[config.mk]
export PLATFORM = sky130hd
export DESIGN_NAME = qrs_div
export DESIGN_NICKNAME = d
export VERILOG_FILES = /design/src/hw/rtl/quadratic_root_solver_assert.svh /design/src/hw/rtl/qrs_pkg.sv /design/src/hw/rtl/qrs_div.sv
export SDC_FILE = /design/constraint.sdc
export NUM_CORES = 2
export LEC_CHECK = 0
export BUFFER_PORTS_ARGS = -buffer_cell sky130_fd_sc_hd__clkbuf_2
export CAP_MARGIN = 20
export CELL_PAD_IN_SITES_DETAIL_PLACEMENT = 0
export CELL_PAD_IN_SITES_GLOBAL_PLACEMENT = 2
export CORE_ASPECT_RATIO = 0.6
export CORE_MARGIN = 2
export CORE_UTILIZATION = 47
export DETAILED_ROUTE_END_ITERATION = 8
export PLACE_DENSITY = 0.87
export SLEW_MARGIN = 20
export SYNTH_ARGS = -nofsm -noshare
export SYNTH_HDL_FRONTEND = slang
export SYNTH_SLANG_ARGS = --single-unit
[constraint.sdc]
create_clock -name clk -period 3.43 [get_ports clk]
set_clock_uncertainty 0.05 [all_clocks]
set_input_delay 0.686 -clock clk [delete_from_list [all_inputs] [get_ports clk]]
set_output_delay 0.686 -clock clk [all_outputs]
set_load 0.01 [all_outputs]
[src/hw/rtl/quadratic_root_solver_assert.svh]
// Assertion macros for the quadratic root solver.
`ifndef QUADRATIC_ROOT_SOLVER_ASSERT_SVH
`define QUADRATIC_ROOT_SOLVER_ASSERT_SVH
`ifndef SYNTH
`define QRS_ASSERT(lbl, prop) lbl: assert property (@(posedge clk) disable iff (!rst_n) \
  prop) else $error("qrs assertion failed");
`define QRS_ASSERT_RST(lbl, prop) lbl: assert property (@(posedge clk) prop) \
  else $error("qrs reset assertion failed");
`else
`define QRS_ASSERT(lbl, prop)
`define QRS_ASSERT_RST(lbl, prop)
`endif
`endif

[src/hw/rtl/qrs_pkg.sv]
// Types and constants shared by the quadratic root solver files.
`timescale 1ns / 1ps
`default_nettype none
package qrs_pkg;
  localparam int COEF_W      = 16;
  localparam int VAL_W       = 32;
  localparam int MAG_W       = 33;
  localparam int RAD_W       = 64;
  localparam int ROOT_W      = 32;
  localparam int NUM_W       = 34;
  localparam int DEN_W       = 16;
  localparam int SQRT_STAGES = 32;
  localparam int DIV_STAGES  = 34;

  typedef enum logic [1:0] {
    KIND_NONE     = 2'd0,
    KIND_DISTINCT = 2'd1,
    KIND_EQUAL    = 2'd2,
    KIND_COMPLEX  = 2'd3
  } kind_t;
endpackage
`default_nettype wire

[src/hw/rtl/qrs_div.sv]
// Pipelined unsigned restoring divider, one quotient bit per stage, with a side tag.
`timescale 1ns / 1ps
`default_nettype none
module qrs_div #(
  parameter int TAG_W = 1
) (
  input  wire logic                          clk,
  input  wire logic                          rst_n,
  input  wire logic                          en,
  input  wire logic                          in_valid,
  input  wire logic [qrs_pkg::NUM_W-1:0]     in_num,
  input  wire logic [qrs_pkg::DEN_W-1:0]     in_den,
  input  wire logic [TAG_W-1:0]              in_tag,
  output logic                               out_valid,
  output logic [qrs_pkg::NUM_W-1:0]          out_quo,
  output logic [TAG_W-1:0]                   out_tag
);
  import qrs_pkg::*;

  localparam int REM_W = DEN_W + 1;

  logic             valid_r [DIV_STAGES];
  logic [REM_W-1:0] rem_r   [DIV_STAGES];
  logic [NUM_W-1:0] quo_r   [DIV_STAGES];
  logic [NUM_W-1:0] num_r   [DIV_STAGES];
  logic [DEN_W-1:0] den_r   [DIV_STAGES];
  logic [TAG_W-1:0] tag_r   [DIV_STAGES];

  for (genvar i = 0; i < DIV_STAGES; i++) begin : g_stage
    logic             v_in;
    logic [REM_W-1:0] rem_in;
    logic [NUM_W-1:0] quo_in;
    logic [NUM_W-1:0] num_in;
    logic [DEN_W-1:0] den_in;
    logic [TAG_W-1:0] tag_in;
    logic [REM_W-1:0] rem_sh;
    logic             ge;

    if (i == 0) begin : g_first
      assign v_in   = in_valid;
      assign rem_in = '0;
      assign quo_in = '0;
      assign num_in = in_num;
      assign den_in = in_den;
      assign tag_in = in_tag;
    end else begin : g_next
      assign v_in   = valid_r[i-1];
      assign rem_in = rem_r[i-1];
      assign quo_in = quo_r[i-1];
      assign num_in = num_r[i-1];
      assign den_in = den_r[i-1];
      assign tag_in = tag_r[i-1];
    end

    always_comb begin
      rem_sh = {rem_in[REM_W-2:0], num_in[NUM_W-1]};
      ge     = (rem_sh >= {1'b0, den_in});
    end

    always_ff @(posedge clk) begin
      if (!rst_n) begin
        valid_r[i] <= 1'b0;
      end else if (en) begin
        valid_r[i] <= v_in;
      end
      if (en) begin
        rem_r[i] <= ge ? (rem_sh - {1'b0, den_in}) : rem_sh;
        quo_r[i] <= {quo_in[NUM_W-2:0], ge};
        num_r[i] <= {num_in[NUM_W-2:0], 1'b0};
        den_r[i] <= den_in;
        tag_r[i] <= tag_in;
      end
    end
  end

  assign out_valid = valid_r[DIV_STAGES-1];
  assign out_quo   = quo_r[DIV_STAGES-1];
  assign out_tag   = tag_r[DIV_STAGES-1];
endmodule
`default_nettype wire
==> results.ini <==
[status]
status = finished clean

[final_layout]
drive_gt1_frac = 0.133
area_growth_pct = 13.2
final_core_util = 0.535
nNetsFinal = 7933
layout.cells.non_filler = 10300

[route]
drc = 0
wl_per_cell_um = 18.3
drt_iter0_markers = 4991
routed-via-count = 54400
via_per_inst = 5.26
routed_wl_um = 189000
postRouteAntennaNets = 0
firstDrtPassIters = 6

[power]
intPower_mw = 67.4
clkPwrFrac = 0.239
irDropWorstVdd_mv = 0.820
power.density_nw_per_um2 = 867
combPwrFrac = 0.353
p_sw_frac = 0.317
switchingPower_mw = 31.2
power.leakage_nw = 43.8
power_frac_seq = 0.408

[yosys]
synth_edf_count = 2279
ys_ff_latch = 2280
synthesis.nets = 7466
synth.cell_area_um2 = 100000
synthDistinctLibCells = 80
seq_area_frac_synth = 0.682
ys.flop_type = edfxtp_1
synthArstFlopShare = 0
yosysWarnings = 0
avgSynthCellArea_um2 = 14.7
synthCells = 6849

[clocking]
clk_latency_ns = 0.88
cts_buffers = 215
cts_max_path_buffers = 4
clk_pin_slew_ns = 0.06
htree_levels = 4
clockRootBuffer = clkbuf_16
cts_tree = yes
cts_sinks = 2280

[worst_hold_path]
hold_class = input pin to flop

[timing]
final-setup-viol-count = 0
min_period_over_period = 0.987
hold_viol = 0
tns_ns = 0
worstMarginPinSlew_ns = 0.848
max_clock_freq_mhz = 295
slew_headroom = 0.435
fin_crit_ns = 3.38
slew_violations = 0

[job]
cap_violations = 0

[setup_path]
crit_family = compound AO/OA/AOI/OAI gates
slowest_delay_ns = 0.56
required_ns = 3.95
worst-path-max-fanout = 12
crit_arrival_ns = 3.91
crit_slowest_cell = o31ai_1
crit_path_end_kind = flop
cp-start-kind = flop
crit_type = flop to flop
critPathBufInv = 2
crit_chain = inv_1 > ha_1 > nand2b_1 > a21oi_1 > nor3_1 > o31ai_1 > a21oi_1 > a21o_1 > inv_1 > mux2_2

[global_route]
antenna_found_initial = 6
grt_use_total = 0.172
grt_pass1_vias = 53100
grt_pass1_wl_um = 299000
grt_overflow = 0
grt_max_degree = 149

[floorplanning]
die_y_um = 362
design.die.area_um2 = 217000
io_pins = 91
start_util = 0.473
core_um2 = 212000
die_x_um = 601
rows = 131

[placed_design]
place_congestion = 0.868
placed_cells = 9904
port_buffers = 90
hpwl_um = 132000

==> layout make-up <==
class	instances	area, µm²
Fill cell	17300	98700
Multi-Input combinational cell	3809	29200
Inverter	675	2530
Clock inverter	130	1280
Tap cell	2859	3580
Antenna cell	2	5.00
Sequential cell	2280	68500
Timing Repair Buffer	335	3020
Clock buffer	259	5630
==> worst reg2reg max path, cell delays in order (launching register included) <==
cell and delay, ns:
edfxtp_1 0.40, inv_1 0.06, ha_1 0.40, nand2b_1 0.12
a21oi_1 0.29, nor3_1 0.13, o31ai_1 0.56, a21oi_1 0.23
a21o_1 0.34, inv_1 0.15, mux2_2 0.38
==> synth_stat cells, drive strengths merged, types with 27 or more instances <==
cell       n  area share
o31ai     27      0.0022
mux2     312       0.036
nand2b    65      0.0040
nor2     340       0.013
fa        32      0.0064
a31oi     45      0.0033
mux2i     74      0.0074
inv      675       0.025
clkbuf    52      0.0019
a211oi    34      0.0025
o21a      88      0.0066
o211ai    32      0.0024
nor3     115      0.0057
nand2    295       0.011
o31a      39      0.0034
nand3     90      0.0045
a21boi    34      0.0025
o21ai    282       0.014
a21o     135       0.010
xor2     125       0.011
nand4     64      0.0040
edfxtp  2279        0.68
buf       33      0.0021
and3      52      0.0032
o21bai    41      0.0031
ha       530       0.066
nor2b     99      0.0062
or3       31      0.0019
a21oi    347       0.017
xnor2    243       0.021
==> logic make-up (layout without fill, tap and decap cells) <==
logic type                 count (synthesis)  after routing  share of synthesized area
xor gates and xnor gates                 368            368                     0.0321
other                                      0              2                          0
DFF                                     2280           2280                      0.682
muxes                                    386            386                     0.0432
and+or+nand+nor                         1269           1269                     0.0620
buffers and inverters                    760           1399                     0.0292
adders and majority gates                562            562                     0.0724
AOI/OAI and AO/OA                       1224           1224                     0.0793
==> timing repair <==
action	in CTS	in global routing
endpoints found under the setup margin	1	172
hold buffers	49	0
endpoints found under the hold margin	49	0
cloned	0	1
pin swaps	0	8
gates resized for setup	1	30
buffers inserted	0	4
==> state kept, by name, summed over array words and instances, names as in the netlist <==
register,flops
quo_r,595
num_r,561
den_r,528
rem_r,528
tag_r,34
valid_r,34
==> layout by cell type, fill, tap and decap left out, types with 41 or more instances in the layout <==
master	n
buf_4	148
clkbuf_2	89
nand2_1	293
xnor2_1	243
xor2_1	125
dlygate4sd3_1	49
a21oi_1	340
o21a_1	88
clkbuf_16	220
a21o_1	134
ha_1	529
nand4_1	64
mux2i_1	74
mux2_2	291
nor3_1	115
and3_1	52
o21ai_0	270
nor2_1	340
o21bai_1	41
nor2b_1	99
inv_1	674
buf_12	47
edfxtp_1	2279
nand2b_1	65
nand3_1	90
==> final timing paths <==
path | from | end | slack (ns) | cells after the start
setup / recovery | den_r[1][1] | rem_r[2][14] | 0.05 | 10
hold / removal | in_valid | valid_r[0][0] | 0.14 | 2
setup reg to reg | den_r[1][1] | rem_r[2][14] | 0.05 | 10
hold reg to reg | num_r[10][26] | num_r[11][27] | 0.31 | 0
==> stage by stage <==
stage                     cell area (µm²)  power (mW)  worst slack (ns)  hold WS, ns
final                              114000        98.6            0.0458        0.138
after floorplan                    100000        65.2             0.312        0.350
after detailed placement           106000        74.7            0.0124        0.355
after global routing               114000         105           -0.0411        0.108
after global placement             106000        74.1           -0.0527        0.350
after CTS                          113000        98.9            0.0334       0.0834
==> power groups by stage <==
stage | Combinational (mW) | Sequential (mW) | Clock (mW)
2_1_floorplan | 25.7 | 39.5 | 0
3_3_place_gp | 33.3 | 40.8 | 0
3_5_place_dp | 33.9 | 40.8 | 0
4_1_cts | 34.3 | 40.3 | 24.4
5_1_grt | 38.6 | 40.7 | 25.5
6_report | 34.8 | 40.2 | 23.6
==> layer usage <==
metal	up-vias	share of wire	wire, µm	global-route usage
li1	26600	-	-	-
met1	26500	0.53	101000	0.287
met2	1144	0.39	73000	0.227
met3	262	0.061	11600	0.0329
met4	0	0.020	3700	0.0385
met5	-	0	0	0
Power figures use the tool's default switching activity.
